## src/hw/rtl/urog_pkg.sv

```systemverilog
// Package for the ultrasonic range and obstacle gate.
// Holds widths, the fixed-point reciprocals for the divisions, codes and stage words.
// Has no dependencies; every RTL file of the block refers to it by scoped names.
package urog_pkg;

  // Field widths.
  localparam int unsigned PERIOD_W = 8;
  localparam int unsigned SPEED_W  = 9;
  localparam int unsigned DIST_W   = 11;
  localparam int unsigned CFG_W    = 11;

  // Distance window.
  localparam int unsigned WINDOW_LEN = 6;
  localparam int unsigned IDX_W      = $clog2(WINDOW_LEN);
  localparam int unsigned SUM_W      = DIST_W + $clog2(WINDOW_LEN);

  // Echo conversion: mm = periods * speed / 80 = ((periods * speed) >> 4) / 5.
  // The divide by five is a multiply by ceil(2^18 / 5); it is exact for inputs below 2^18.
  localparam int unsigned PROD_W       = PERIOD_W + SPEED_W;
  localparam int unsigned MM_PRE_SHIFT = 4;
  localparam int unsigned MM_Y_W       = PROD_W - MM_PRE_SHIFT;
  localparam int unsigned MM_RECIP_W   = 16;
  localparam int unsigned MM_RECIP     = 52429;
  localparam int unsigned MM_SHIFT     = 18;
  localparam int unsigned MM_MUL_W     = MM_Y_W + MM_RECIP_W;

  // Window mean: sum / WINDOW_LEN as a multiply by ceil(2^AVG_SHIFT / WINDOW_LEN).
  // The shift leaves enough guard bits that the truncated quotient is exact for any sum.
  localparam int unsigned AVG_SHIFT = SUM_W + IDX_W + 1;
  localparam int unsigned AVG_RECIP = ((1 << AVG_SHIFT) + WINDOW_LEN - 1) / WINDOW_LEN;
  localparam int unsigned AVG_MUL_W = SUM_W + AVG_SHIFT;

  // Reset values of the configuration registers.
  localparam logic [SPEED_W-1:0] SOUND_SPEED_RST = SPEED_W'(315);
  localparam logic [DIST_W-1:0]  OBSTACLE_THR_RST = DIST_W'(500);

  // Configuration register indexes.
  typedef enum logic [0:0] {
    CFG_SOUND_SPEED  = 1'b0,
    CFG_OBSTACLE_THR = 1'b1
  } cfg_idx_e;

  // Drive commands.
  typedef enum logic [1:0] {
    CMD_HALT    = 2'd0,
    CMD_FORWARD = 2'd1,
    CMD_AVOID   = 2'd2
  } drive_cmd_e;

  // Button and echo flags of one word.
  typedef struct packed {
    logic start;
    logic stop;
    logic echo;
  } flags_t;

  // Word leaving the conversion pipeline.
  typedef struct packed {
    flags_t             flags;
    logic [DIST_W-1:0]  dist_mm;
  } conv_t;

  // Word leaving the tracking stage.
  typedef struct packed {
    drive_cmd_e         cmd;
    logic [DIST_W-1:0]  dist_mm;
    logic               running;
    logic [SUM_W-1:0]   sum;
  } track_t;

endpackage

```

## src/hw/rtl/urog_convert.sv

```systemverilog
// Echo conversion pipeline: input register, product register, distance register.
// Turns an echo time in 25 us periods into millimetres. Depends on urog_pkg.
module urog_convert (
  input  logic                          clk_i,
  input  logic                          rst_ni,
  input  logic [urog_pkg::SPEED_W-1:0]  sound_speed_i,
  input  logic                          in_valid_i,
  output logic                          in_stall_o,
  input  urog_pkg::flags_t              in_flags_i,
  input  logic [urog_pkg::PERIOD_W-1:0] in_periods_i,
  output logic                          out_valid_o,
  input  logic                          out_stall_i,
  output urog_pkg::conv_t               out_word_o
);

  logic                              v1_q, v2_q, v3_q;
  logic                              adv1, adv2, adv3;
  urog_pkg::flags_t                  flags1_q, flags2_q;
  logic [urog_pkg::PERIOD_W-1:0]     periods_q;
  logic [urog_pkg::PROD_W-1:0]       prod_d, prod_q;
  logic [urog_pkg::MM_Y_W-1:0]       y;
  logic [urog_pkg::MM_MUL_W-1:0]     quot_full;
  urog_pkg::conv_t                   word_d, word_q;

  // A stage moves when it is empty or the next one moves.
  assign adv3       = !v3_q || !out_stall_i;
  assign adv2       = !v2_q || adv3;
  assign adv1       = !v1_q || adv2;
  assign in_stall_o = !adv1;

  // Periods times speed of sound.
  assign prod_d = urog_pkg::PROD_W'(periods_q) * urog_pkg::PROD_W'(sound_speed_i);

  // Divide by 80: drop four bits, then divide by five through the reciprocal.
  assign y         = prod_q[urog_pkg::PROD_W-1:urog_pkg::MM_PRE_SHIFT];
  assign quot_full = urog_pkg::MM_MUL_W'(y) *
                     urog_pkg::MM_MUL_W'(urog_pkg::MM_RECIP);

  always_comb begin
    word_d.flags   = flags2_q;
    word_d.dist_mm = quot_full[urog_pkg::MM_SHIFT +: urog_pkg::DIST_W];
  end

  // Valid bits.
  always_ff @(posedge clk_i or negedge rst_ni) begin
    if (!rst_ni) begin
      v1_q <= 1'b0;
      v2_q <= 1'b0;
      v3_q <= 1'b0;
    end else begin
      if (adv1) begin
        v1_q <= in_valid_i;
      end
      if (adv2) begin
        v2_q <= v1_q;
      end
      if (adv3) begin
        v3_q <= v2_q;
      end
    end
  end

  // Payload registers.
  always_ff @(posedge clk_i) begin
    if (adv1 && in_valid_i) begin
      flags1_q  <= in_flags_i;
      periods_q <= in_periods_i;
    end
    if (adv2) begin
      flags2_q <= flags1_q;
      prod_q   <= prod_d;
    end
    if (adv3) begin
      word_q <= word_d;
    end
  end

  assign out_valid_o = v3_q;
  assign out_word_o  = word_q;

endmodule

```

## src/hw/rtl/urog_track.sv

```systemverilog
// Tracking stage: run flag, distance window, running sum and drive decision.
// All tracking state lives here and is updated once per word. Depends on urog_pkg.
module urog_track (
  input  logic                         clk_i,
  input  logic                         rst_ni,
  input  logic [urog_pkg::DIST_W-1:0]  threshold_i,
  input  logic                         in_valid_i,
  output logic                         in_stall_o,
  input  urog_pkg::conv_t              in_word_i,
  output logic                         out_valid_o,
  input  logic                         out_stall_i,
  output urog_pkg::track_t             out_word_o
);

  logic                              v_q;
  logic                              adv;
  logic                              take;
  logic                              run_d, run_q;
  logic [urog_pkg::DIST_W-1:0]       last_d, last_q;
  logic [urog_pkg::SUM_W-1:0]        sum_d, sum_q;
  logic [urog_pkg::IDX_W-1:0]        idx_d, idx_q;
  logic [urog_pkg::DIST_W-1:0]       win_q [urog_pkg::WINDOW_LEN];
  urog_pkg::drive_cmd_e              cmd;
  urog_pkg::track_t                  word_d, word_q;

  assign adv        = !v_q || !out_stall_i;
  assign in_stall_o = !adv;
  assign take       = in_valid_i && adv;

  // Next state: stop first, then start, so start wins.
  always_comb begin
    run_d  = run_q;
    last_d = last_q;
    sum_d  = sum_q;
    idx_d  = idx_q;
    if (in_word_i.flags.stop) begin
      run_d = 1'b0;
    end
    if (in_word_i.flags.start) begin
      run_d = 1'b1;
    end
    if (in_word_i.flags.echo) begin
      sum_d  = sum_q - urog_pkg::SUM_W'(win_q[idx_q]) +
               urog_pkg::SUM_W'(in_word_i.dist_mm);
      last_d = in_word_i.dist_mm;
      if (idx_q == urog_pkg::IDX_W'(urog_pkg::WINDOW_LEN - 1)) begin
        idx_d = '0;
      end else begin
        idx_d = idx_q + urog_pkg::IDX_W'(1);
      end
    end
  end

  // Drive decision; a distance equal to the threshold counts as free.
  always_comb begin
    if (!run_d) begin
      cmd = urog_pkg::CMD_HALT;
    end else if (last_d < threshold_i) begin
      cmd = urog_pkg::CMD_AVOID;
    end else begin
      cmd = urog_pkg::CMD_FORWARD;
    end
  end

  always_comb begin
    word_d.cmd     = cmd;
    word_d.dist_mm = last_d;
    word_d.running = run_d;
    word_d.sum     = sum_d;
  end

  // State and valid bit.
  always_ff @(posedge clk_i or negedge rst_ni) begin
    if (!rst_ni) begin
      v_q    <= 1'b0;
      run_q  <= 1'b0;
      last_q <= '0;
      sum_q  <= '0;
      idx_q  <= '0;
      for (int i = 0; i < urog_pkg::WINDOW_LEN; i++) begin
        win_q[i] <= '0;
      end
    end else begin
      if (adv) begin
        v_q <= in_valid_i;
      end
      if (take) begin
        run_q  <= run_d;
        last_q <= last_d;
        sum_q  <= sum_d;
        idx_q  <= idx_d;
        if (in_word_i.flags.echo) begin
          win_q[idx_q] <= in_word_i.dist_mm;
        end
      end
    end
  end

  // Result word register.
  always_ff @(posedge clk_i) begin
    if (take) begin
      word_q <= word_d;
    end
  end

  assign out_valid_o = v_q;
  assign out_word_o  = word_q;

endmodule

```

## src/hw/rtl/urog_average.sv

```systemverilog
// Output stage: divides the window sum by the window length and holds the result word.
// Depends on urog_pkg.
module urog_average (
  input  logic                         clk_i,
  input  logic                         rst_ni,
  input  logic                         in_valid_i,
  output logic                         in_stall_o,
  input  urog_pkg::track_t             in_word_i,
  output logic                         out_valid_o,
  input  logic                         out_stall_i,
  output urog_pkg::drive_cmd_e         cmd_o,
  output logic [urog_pkg::DIST_W-1:0]  dist_o,
  output logic [urog_pkg::DIST_W-1:0]  avg_o,
  output logic                         running_o
);

  logic                              v_q;
  logic                              adv;
  logic [urog_pkg::AVG_MUL_W-1:0]    avg_full;
  urog_pkg::drive_cmd_e              cmd_q;
  logic [urog_pkg::DIST_W-1:0]       dist_q, avg_q;
  logic                              running_q;

  assign adv        = !v_q || !out_stall_i;
  assign in_stall_o = !adv;

  // Mean through the reciprocal of the window length.
  assign avg_full = urog_pkg::AVG_MUL_W'(in_word_i.sum) *
                    urog_pkg::AVG_MUL_W'(urog_pkg::AVG_RECIP);

  always_ff @(posedge clk_i or negedge rst_ni) begin
    if (!rst_ni) begin
      v_q <= 1'b0;
    end else if (adv) begin
      v_q <= in_valid_i;
    end
  end

  always_ff @(posedge clk_i) begin
    if (adv && in_valid_i) begin
      cmd_q     <= in_word_i.cmd;
      dist_q    <= in_word_i.dist_mm;
      avg_q     <= avg_full[urog_pkg::AVG_SHIFT +: urog_pkg::DIST_W];
      running_q <= in_word_i.running;
    end
  end

  assign out_valid_o = v_q;
  assign cmd_o       = cmd_q;
  assign dist_o      = dist_q;
  assign avg_o       = avg_q;
  assign running_o   = running_q;

endmodule

```

## src/hw/rtl/ultrasonic_range_obstacle_gate.sv

```systemverilog
// Top level of the ultrasonic range and obstacle gate.
// Instantiates urog_convert, urog_track and urog_average; depends on urog_pkg.
//
//   Channel | Direction | Handshake            | Word
//   --------+-----------+----------------------+--------------------------------------------
//   in      | input     | in_valid_i/in_stall_o | start, stop, echo flags, echo periods
//   out     | output    | out_valid_o/out_stall_i | drive command, distance, average, running
//   cfg     | input     | cfg_we_i              | register index and data, write only
//
// One word is accepted every cycle while in_stall_o is low; it passes five registers
// (input, product, distance, tracking and output) on its way to the out channel.
// Reset clears the run flag, the distance window, its sum and index, and sets the
// configuration registers to 315 m/s and 500 mm.
// Each stage holds its word while the next one cannot move; a stall on the output backs up
// only as far as the first empty stage, so bubbles are squeezed out.
module ultrasonic_range_obstacle_gate (
  input  logic                          clk_i,
  input  logic                          rst_ni,
  input  logic                          cfg_we_i,
  input  logic                          cfg_idx_i,
  input  logic [urog_pkg::CFG_W-1:0]    cfg_data_i,
  input  logic                          in_valid_i,
  output logic                          in_stall_o,
  input  logic                          start_pressed_i,
  input  logic                          stop_pressed_i,
  input  logic                          echo_valid_i,
  input  logic [urog_pkg::PERIOD_W-1:0] echo_periods_i,
  output logic                          out_valid_o,
  input  logic                          out_stall_i,
  output logic [1:0]                    drive_command_o,
  output logic [urog_pkg::DIST_W-1:0]   distance_mm_o,
  output logic [urog_pkg::DIST_W-1:0]   average_mm_o,
  output logic                          running_o
);

  logic [urog_pkg::SPEED_W-1:0] sound_speed_q;
  logic [urog_pkg::DIST_W-1:0]  threshold_q;
  urog_pkg::flags_t             in_flags;
  urog_pkg::conv_t              conv_word;
  logic                         conv_valid, conv_stall;
  urog_pkg::track_t             track_word;
  logic                         track_valid, track_stall;
  urog_pkg::drive_cmd_e         cmd;

  // Configuration registers.
  always_ff @(posedge clk_i or negedge rst_ni) begin
    if (!rst_ni) begin
      sound_speed_q <= urog_pkg::SOUND_SPEED_RST;
      threshold_q   <= urog_pkg::OBSTACLE_THR_RST;
    end else if (cfg_we_i) begin
      unique case (urog_pkg::cfg_idx_e'(cfg_idx_i))
        urog_pkg::CFG_SOUND_SPEED: begin
          sound_speed_q <= cfg_data_i[urog_pkg::SPEED_W-1:0];
        end
        urog_pkg::CFG_OBSTACLE_THR: begin
          threshold_q <= cfg_data_i[urog_pkg::DIST_W-1:0];
        end
        default: begin
          threshold_q <= threshold_q;
        end
      endcase
    end
  end

  always_comb begin
    in_flags.start = start_pressed_i;
    in_flags.stop  = stop_pressed_i;
    in_flags.echo  = echo_valid_i;
  end

  urog_convert u_convert (
    .clk_i         (clk_i),
    .rst_ni        (rst_ni),
    .sound_speed_i (sound_speed_q),
    .in_valid_i    (in_valid_i),
    .in_stall_o    (in_stall_o),
    .in_flags_i    (in_flags),
    .in_periods_i  (echo_periods_i),
    .out_valid_o   (conv_valid),
    .out_stall_i   (conv_stall),
    .out_word_o    (conv_word)
  );

  urog_track u_track (
    .clk_i       (clk_i),
    .rst_ni      (rst_ni),
    .threshold_i (threshold_q),
    .in_valid_i  (conv_valid),
    .in_stall_o  (conv_stall),
    .in_word_i   (conv_word),
    .out_valid_o (track_valid),
    .out_stall_i (track_stall),
    .out_word_o  (track_word)
  );

  urog_average u_average (
    .clk_i       (clk_i),
    .rst_ni      (rst_ni),
    .in_valid_i  (track_valid),
    .in_stall_o  (track_stall),
    .in_word_i   (track_word),
    .out_valid_o (out_valid_o),
    .out_stall_i (out_stall_i),
    .cmd_o       (cmd),
    .dist_o      (distance_mm_o),
    .avg_o       (average_mm_o),
    .running_o   (running_o)
  );

  assign drive_command_o = cmd;

endmodule
```

## config.mk

```make
export PLATFORM = sky130hd
export DESIGN_NAME = ultrasonic_range_obstacle_gate
export DESIGN_NICKNAME = d
export VERILOG_FILES = /design/src/hw/rtl/urog_pkg.sv /design/src/hw/rtl/urog_convert.sv /design/src/hw/rtl/urog_track.sv /design/src/hw/rtl/urog_average.sv /design/src/hw/rtl/ultrasonic_range_obstacle_gate.sv
export SDC_FILE = /design/constraint.sdc
export NUM_CORES = 1
export LEC_CHECK = 0
export BUFFER_PORTS_ARGS = -buffer_cell sky130_fd_sc_hd__buf_2
export CAP_MARGIN = 20
export CORE_MARGIN = 2
export CORE_UTILIZATION = 40
export CTS_BUF_LIST = sky130_fd_sc_hd__clkbuf_2 sky130_fd_sc_hd__clkbuf_4 sky130_fd_sc_hd__clkbuf_8
export CTS_CLUSTER_DIAMETER = 40
export DETAILED_ROUTE_END_ITERATION = 8
export GPL_TIMING_DRIVEN = 0
export PLACE_DENSITY = 0.51
export SYNTH_ARGS = -nofsm -noshare
export SYNTH_HDL_FRONTEND = slang
export SYNTH_SLANG_ARGS = --single-unit
```

## constraint.sdc

```tcl
create_clock -name clk_i -period 12.7 [get_ports clk_i]
set_clock_uncertainty 0.05 [all_clocks]
set_input_delay 0 -clock clk_i [delete_from_list [all_inputs] [get_ports clk_i]]
set_output_delay 0 -clock clk_i [all_outputs]
set_load 0.01 [all_outputs]
```

==> run metrics, run 1 <==
Clock Pin Slew Worst Setup and Hold Paths=0.06 ns; Slew headroom=41.4%; Sum Neg Setup Slack=0 ns; Post-synth EDFFs=94; Pre-antenna DRT Iters=4; Yosys cell types=65; #FFs+latches synth=214; prevailing post-synth register cell=dfrtp_1; clock buffer depth=3; first-pass GRT wire length=61200 um; Worst Setup Start Kind=flop; register area share after synthesis=33.3%; final setup fails=0; worst-skew pair later-pin latency=0.62 ns; Hold Crit Depth=4; WL met1=17100 um; CP arrival=6.09 ns; initial antenna violation count=0; CTS resizes=0; Max Fanout on Critical Path=6; syn nets=2012; full die area=45500 um2; RSZ-0062 raised after global routing=no; # IOs=55; Slew Limit Fails=0; Tmin final=5.81 ns; CP required=12.98 ns; GPL Wtd Cong=0.813; vias in the first global route=11700; Synth area leaders=fa_1, ha_1, edfxtp_1; largest net degree at the start of global routing=56; number of port buffers=54; Async S/R FF share, synth=56.1%; DR top layer=met4; chip width=213 um; Std-Cell Rows=76; DR iter-0 viols=346; initial core utilization=40.6%; status=complete, no violations; max cap viols=0; Crit. End Element=flop; CTS root buf=clkbuf_8; Syn Inst Count=1598; vias per cell=4.77; core area=43200 um2; total CTS buffers=45; die height=213 um; grt total ovfl=0; average cell area after synthesis=11.0 um2; GRT Total Usage=17.2%; routed wl met3=983 um; vias after detailed routing=11200; drt wl/cell=15.7 um; Final Hold Fails=0; Post-Syn Area=17500 um2; Ant. Diodes=0; Period Utilization, post-route=45.7%; CTS HTree Levels=2; CTS tree=yes; area share of the largest cell type after synthesis=17.5%; drt total wl=36900 um; Ys Warns=0; hpwl dp=29000 um; actual slew at the worst max-slew pin=0.878 ns; share of cells above drive strength 1=15.4%; DRC Markers=0; Reg2Reg Depth=19; Hold WS=0.0678 ns; type of the worst min-delay path=input port to flop; fmax=172 MHz; kind of critical path=flop to flop; Layout Nets=2144; Post-DRT Antenna Nets=0; synthesis-to-layout area growth=13.5%; met2 WL=18100 um; Synth area leader=fa_1; clock sinks=214
kinds of logic (layout without fill, tap and decap cells):
family / Yosys count / count (layout) / synth area share [%]
fa+ha+maj: 386 / 386 / 34.1
buf+inv: 358 / 525 / 7.71
simple gates: 293 / 293 / 8.07
flops: 214 / 214 / 33.3
compound gates: 176 / 176 / 6.38
mux: 125 / 125 / 8.14
xor+xnor: 46 / 46 / 2.30
registers in the layout (all words and copies together) (netlist names), 8 cells and up:
signal and cells:
u_track.win_q 66, u_track.out_word_o 28, u_convert.out_word_o 14, u_track.sum_q 14, u_convert.prod_q 13, threshold_q 11, u_average.avg_o 11, u_average.dist_o 11
u_track.last_q 11, sound_speed_q 9, u_convert.periods_q 8
per-layer routing:
metal	global-route usage (%)	vias up
li1	-	5575
met1	23.0	5502
met2	29.0	99
met3	2.89	39
met4	4.57	0
met5	0	-
final timing paths:
check | endpoint | from | slack, ns
setup / recovery | u_average.avg_o[10] | u_track.out_word_o[7] | 6.89
hold / removal | sound_speed_q[3] | cfg_idx_i | 0.07
setup reg to reg | u_average.avg_o[10] | u_track.out_word_o[7] | 6.89
hold reg to reg | u_convert.out_word_o[13] | u_convert.flags2_q[2] | 0.37
max in group asynchronous | u_track.sum_q[11] | rst_ni | 11.71
min in group asynchronous | u_track.last_q[6] | rst_ni | 0.35
cells in the mapped netlist (15+ instances only):
cell type and number:
inv_1 314, ha_1 233, a21oi_1 48, mux2i_1 20, and2_1 35, fa_1 153
nor3_1 23, dfrtp_1 108, mux2_2 101, clkbuf_1 30, nor2_1 53, o21ai_0 49
nand2_1 113, edfxtp_1 94, xnor2_1 34, a211oi_1 15
timing repair:
action                    in CTS  in global routing
hold buffers                  29                  0
setup buffers                  0                  0
hold endpoints to repair     160                  0
layout by cell type (no fill, tap or decap), types with 5 or more instances in the layout:
cell / instances
mux2i_1: 20
inv_1: 314
edfxtp_1: 94
nand2b_1: 11
clkbuf_1: 30
xnor2_1: 34
nor2b_1: 9
nand2_1: 113
buf_1: 5
a21oi_1: 48
clkbuf_4: 9
a211oi_1: 15
mux2_2: 101
dlygate4sd3_1: 28
and2_1: 35
a21o_1: 11
clkinvlp_4: 5
ha_1: 233
nor3_1: 23
or4_1: 6
o21a_1: 8
clkbuf_8: 50
fa_1: 153
dfrtp_1: 108
clkinv_4: 6
xor2_1: 12
o21ai_0: 49
buf_2: 60
nor2_1: 53
o31ai_1: 5
nand3_1: 12
dfstp_2: 12
clkinv_1: 5
through the flow:
step           utilization (%)  cell area, um2  cells  setup WS (ns)
2_1_floorplan                -           17500   1598           7.67
5_1_grt                   46.1           19900   2350           6.48
6_report                  46.1           19900   2350           6.89
3_5_place_dp              43.1           18600   2239           6.90
4_1_cts                   46.1           19900   2350           6.83
3_3_place_gp              42.9           18500   2237           6.90
critical path, stage by stage (launching register included):
cell and delay [ns]:
edfxtp_1 0.45, ha_1 0.30, clkbuf_1 0.24, nand2_1 0.16, inv_1 0.16, ha_1 0.27, xor2_1 0.31, inv_1 0.15
fa_1 0.58, fa_1 0.44, fa_1 0.47, ha_1 0.33, nand4_1 0.12, nor2_1 0.19, nand2_1 0.10, a211oi_1 0.53
o2111ai_1 0.25, nand3_1 0.15, a31oi_1 0.11, xnor2_1 0.14
layout make-up:
| cell class | instances | area [um2] |
|---|---|---|
| sequential | 214 | 5840 |
| clock buffer | 59 | 756 |
| fill | 4083 | 23300 |
| tap | 585 | 732 |
| clock inverter | 23 | 230 |
| timing repair buffer | 85 | 639 |
| inverter | 316 | 1190 |
| buffer | 42 | 166 |
| multi-input combinational | 1026 | 10300 |
Power of run 1 is not shown: default switching activity piles up to over one toggle a cycle in this logic, so the estimate is an artifact.
==> run 2: changes to the inputs <==
--- a/config.mk
+++ b/config.mk
@@ -5,6 +5,7 @@
 export SDC_FILE = /design/constraint.sdc
 export NUM_CORES = 1
 export LEC_CHECK = 0
+export ABC_AREA = 1
 export BUFFER_PORTS_ARGS = -buffer_cell sky130_fd_sc_hd__buf_2
 export CAP_MARGIN = 20
 export CORE_MARGIN = 2
@@ -13,7 +14,7 @@
 export CTS_CLUSTER_DIAMETER = 40
 export DETAILED_ROUTE_END_ITERATION = 8
 export GPL_TIMING_DRIVEN = 0
-export PLACE_DENSITY = 0.51
+export PLACE_DENSITY = 0.53
 export SYNTH_ARGS = -nofsm -noshare
 export SYNTH_HDL_FRONTEND = slang
 export SYNTH_SLANG_ARGS = --single-unit
==> constraint.sdc (replaced) <==
create_clock -name clk_i -period 5 [get_ports clk_i]
set_clock_uncertainty 0.05 [all_clocks]
set_input_delay 0 -clock clk_i [delete_from_list [all_inputs] [get_ports clk_i]]
set_output_delay 0 -clock clk_i [all_outputs]
set_load 0.01 [all_outputs]
==> run 2 against run 1 <==
Wire length up 25%. Via count increased by 31%. Global-route usage up 2.3 points. Register-to-register slack worse by 6.7 ns. Worst setup slack lost 6.7 ns. Die area rose by 8.0%. Hold slack improved by 0.027 ns. Critical path type unchanged. Largest cell class unchanged.
==> run metrics, run 2 <==
status=complete, no violations; clock buffer depth=3; most numerous cell in the Yosys netlist=nand2_1; synthesis-to-layout area growth=14.4%; commonest non-fill, non-tap cell in the layout=nand2_1; full die area=49200 um2; GPL Wtd Cong=0.891; max cap viols=0; Std-Cell Rows=79; critical path startpoint=u_track.out_word_o[11]; vias in the first global route=15000; syn nets=2640; Async S/R FF share, synth=56.1%; hold_sp=echo_periods_i[5]; final setup fails=0; average cell area after synthesis=8.52 um2; core area=46700 um2; Synth area leader=fa_1; drt wl/cell=15.3 um; hpwl dp=38000 um; total CTS buffers=46; Synth area leaders=fa_1, ha_1, edfxtp_1; grt total ovfl=0; CTS root buf=clkbuf_8; prevailing post-synth register cell=dfrtp_1; largest net degree at the start of global routing=88; Clock Pin Slew Worst Setup and Hold Paths=0.06 ns; max reg flops=66; CP required=5.28 ns; Worst R2R Start=u_track.out_word_o[11]; GRT Total Usage=19.4%; Period Utilization, post-route=96.3%; CTS HTree Levels=2; CTS tree=yes; die height=222 um; RSZ-0062 raised after global routing=yes; # IOs=55; Slew Limit Fails=0; share of cells above drive strength 1=9.87%; chip width=222 um; multi-input logic area=11300 um2; final core occ=46.5%; Post-DRT Antenna Nets=0; Post-Syn Area=19000 um2; kind of critical path=flop to flop; Max Fanout on Critical Path=4; CP arrival=5.09 ns; first-pass GRT wire length=76900 um; FILL cells=4602; Final Hold Fails=0; Ys Warns=0; area share of the largest cell type after synthesis=16.2%; DRC Markers=0; worst-skew pair later-pin latency=0.59 ns; Worst Setup Start Kind=flop; Hold WS=0.0946 ns; actual slew at the worst max-slew pin=0.887 ns; Tmin final=4.81 ns; type of the worst min-delay path=input port to flop; initial antenna violation count=0; flop2flop setup slack=0.19 ns; fmax=208 MHz; vias per cell=4.88; #FFs+latches synth=214; number of port buffers=54; most frequent cells in the layout=nand2_1, inv_1, ha_1, o21ai_0, fa_1; Layout Nets=2782; initial core utilization=40.6%; Crit. End Element=flop; clock sinks=214; drt total wl=46100 um; Ant. Diodes=0; Synth top cells by count=nand2_1, inv_1, ha_1, o21ai_0, fa_1; Most flops, register=u_track.win_q; DR iter-0 viols=938; Yosys cell types=44; register area share after synthesis=30.8%; Slew headroom=40.9%; Syn Inst Count=2226; Pre-antenna DRT Iters=5; final design area excluding fillers=21700 um2; Placed Instance Area=20000 um2; Post-synth EDFFs=94; Reg area=5840 um2; vias after detailed routing=14700
-- run 2: changes by cell type in the layout (fill, tap and decap cells not counted), sizes merged, moves of 17 or more --
cell / previous run / this run
nand2: 113 / 488
o21ai: 53 / 176
nand3: 12 / 69
nand4: 3 / 24
a211oi: 17 / 0
and2: 35 / 3
mux2i: 20 / 0
mux2: 101 / 0
a21oi: 48 / 103
inv: 317 / 480
nor2: 54 / 124
-- run 2: layout make-up --
class                           count  share of cell area, %
Buffer                             47                  0.998
Clock buffer                       68                   3.94
Clock inverter                     14                  0.664
Inverter                          480                   8.31
Multi-Input combinational cell   1482                   52.3
Sequential cell                   214                   26.9
Tap cell                          607                   3.50
Timing Repair Buffer               97                   3.34
-- run 2: worst max-delay path: stages (launching register included) --
cell and delay (ns):
edfxtp_1 0.46, ha_4 0.29, fa_1 0.47, fa_1 0.56, inv_1 0.06, fa_1 0.49, inv_1 0.05, fa_1 0.42
fa_1 0.49, ha_4 0.31, nand2_1 0.13, inv_1 0.10, nand2_2 0.08, nor3_4 0.24, and2_1 0.15, nand2_1 0.06
nand3_1 0.08, nand2_1 0.06
-- run 2: final timing paths --
path	to	cells past startpoint
min reg2reg	u_average.dist_o[8]	0
min in group asynchronous	u_track.sum_q[12]	4
max reg2reg	u_average.avg_o[10]	17
min	u_convert.periods_q[5]	2
max in group asynchronous	sound_speed_q[1]	4
max	u_average.avg_o[10]	17
-- run 2: cells by family after synthesis --
group                      synth area share (%)
adders and majority gates                  31.5
AOI/OAI and AO/OA                          9.33
and+or+nand+nor                            16.1
DFF                                        30.8
xor gates and xnor gates                   1.48
buffers and inverters                      10.7
-- run 2: layer usage --
layer / track usage (%) / vias to the layer above / part of all wire, %
met2: 32.7 / 277 / 47
met5: 0 / - / 0
met1: 26.4 / 7021 / 47
met3: 2.70 / 70 / 3.8
li1: - / 7327 / -
met4: 5.08 / 0 / 2.0
-- run 2: repair_timing --
| item | 4_1_cts | 5_1_grt |
|---|---|---|
| endpoints found under the setup margin | 11 | 17 |
| hold endpoints to repair | 160 | 0 |
| resized for setup | 11 | 38 |
| buffers inserted | 4 | 2 |
| hold buffers | 35 | 0 |
| pin swaps | 2 | 10 |
-- run 2: per-stage QoR --
stage,instances,TNS [ns],setup slack (ns)
final,3009,0,0.187
after global routing,3009,-0.0856,-0.0387
after CTS,3010,0,0.0175
after detailed placement,2889,-0.911,-0.213
after global placement,2887,-0.719,-0.188
after floorplan,2226,0,0.255
Power of run 2 is left out for the same reason.
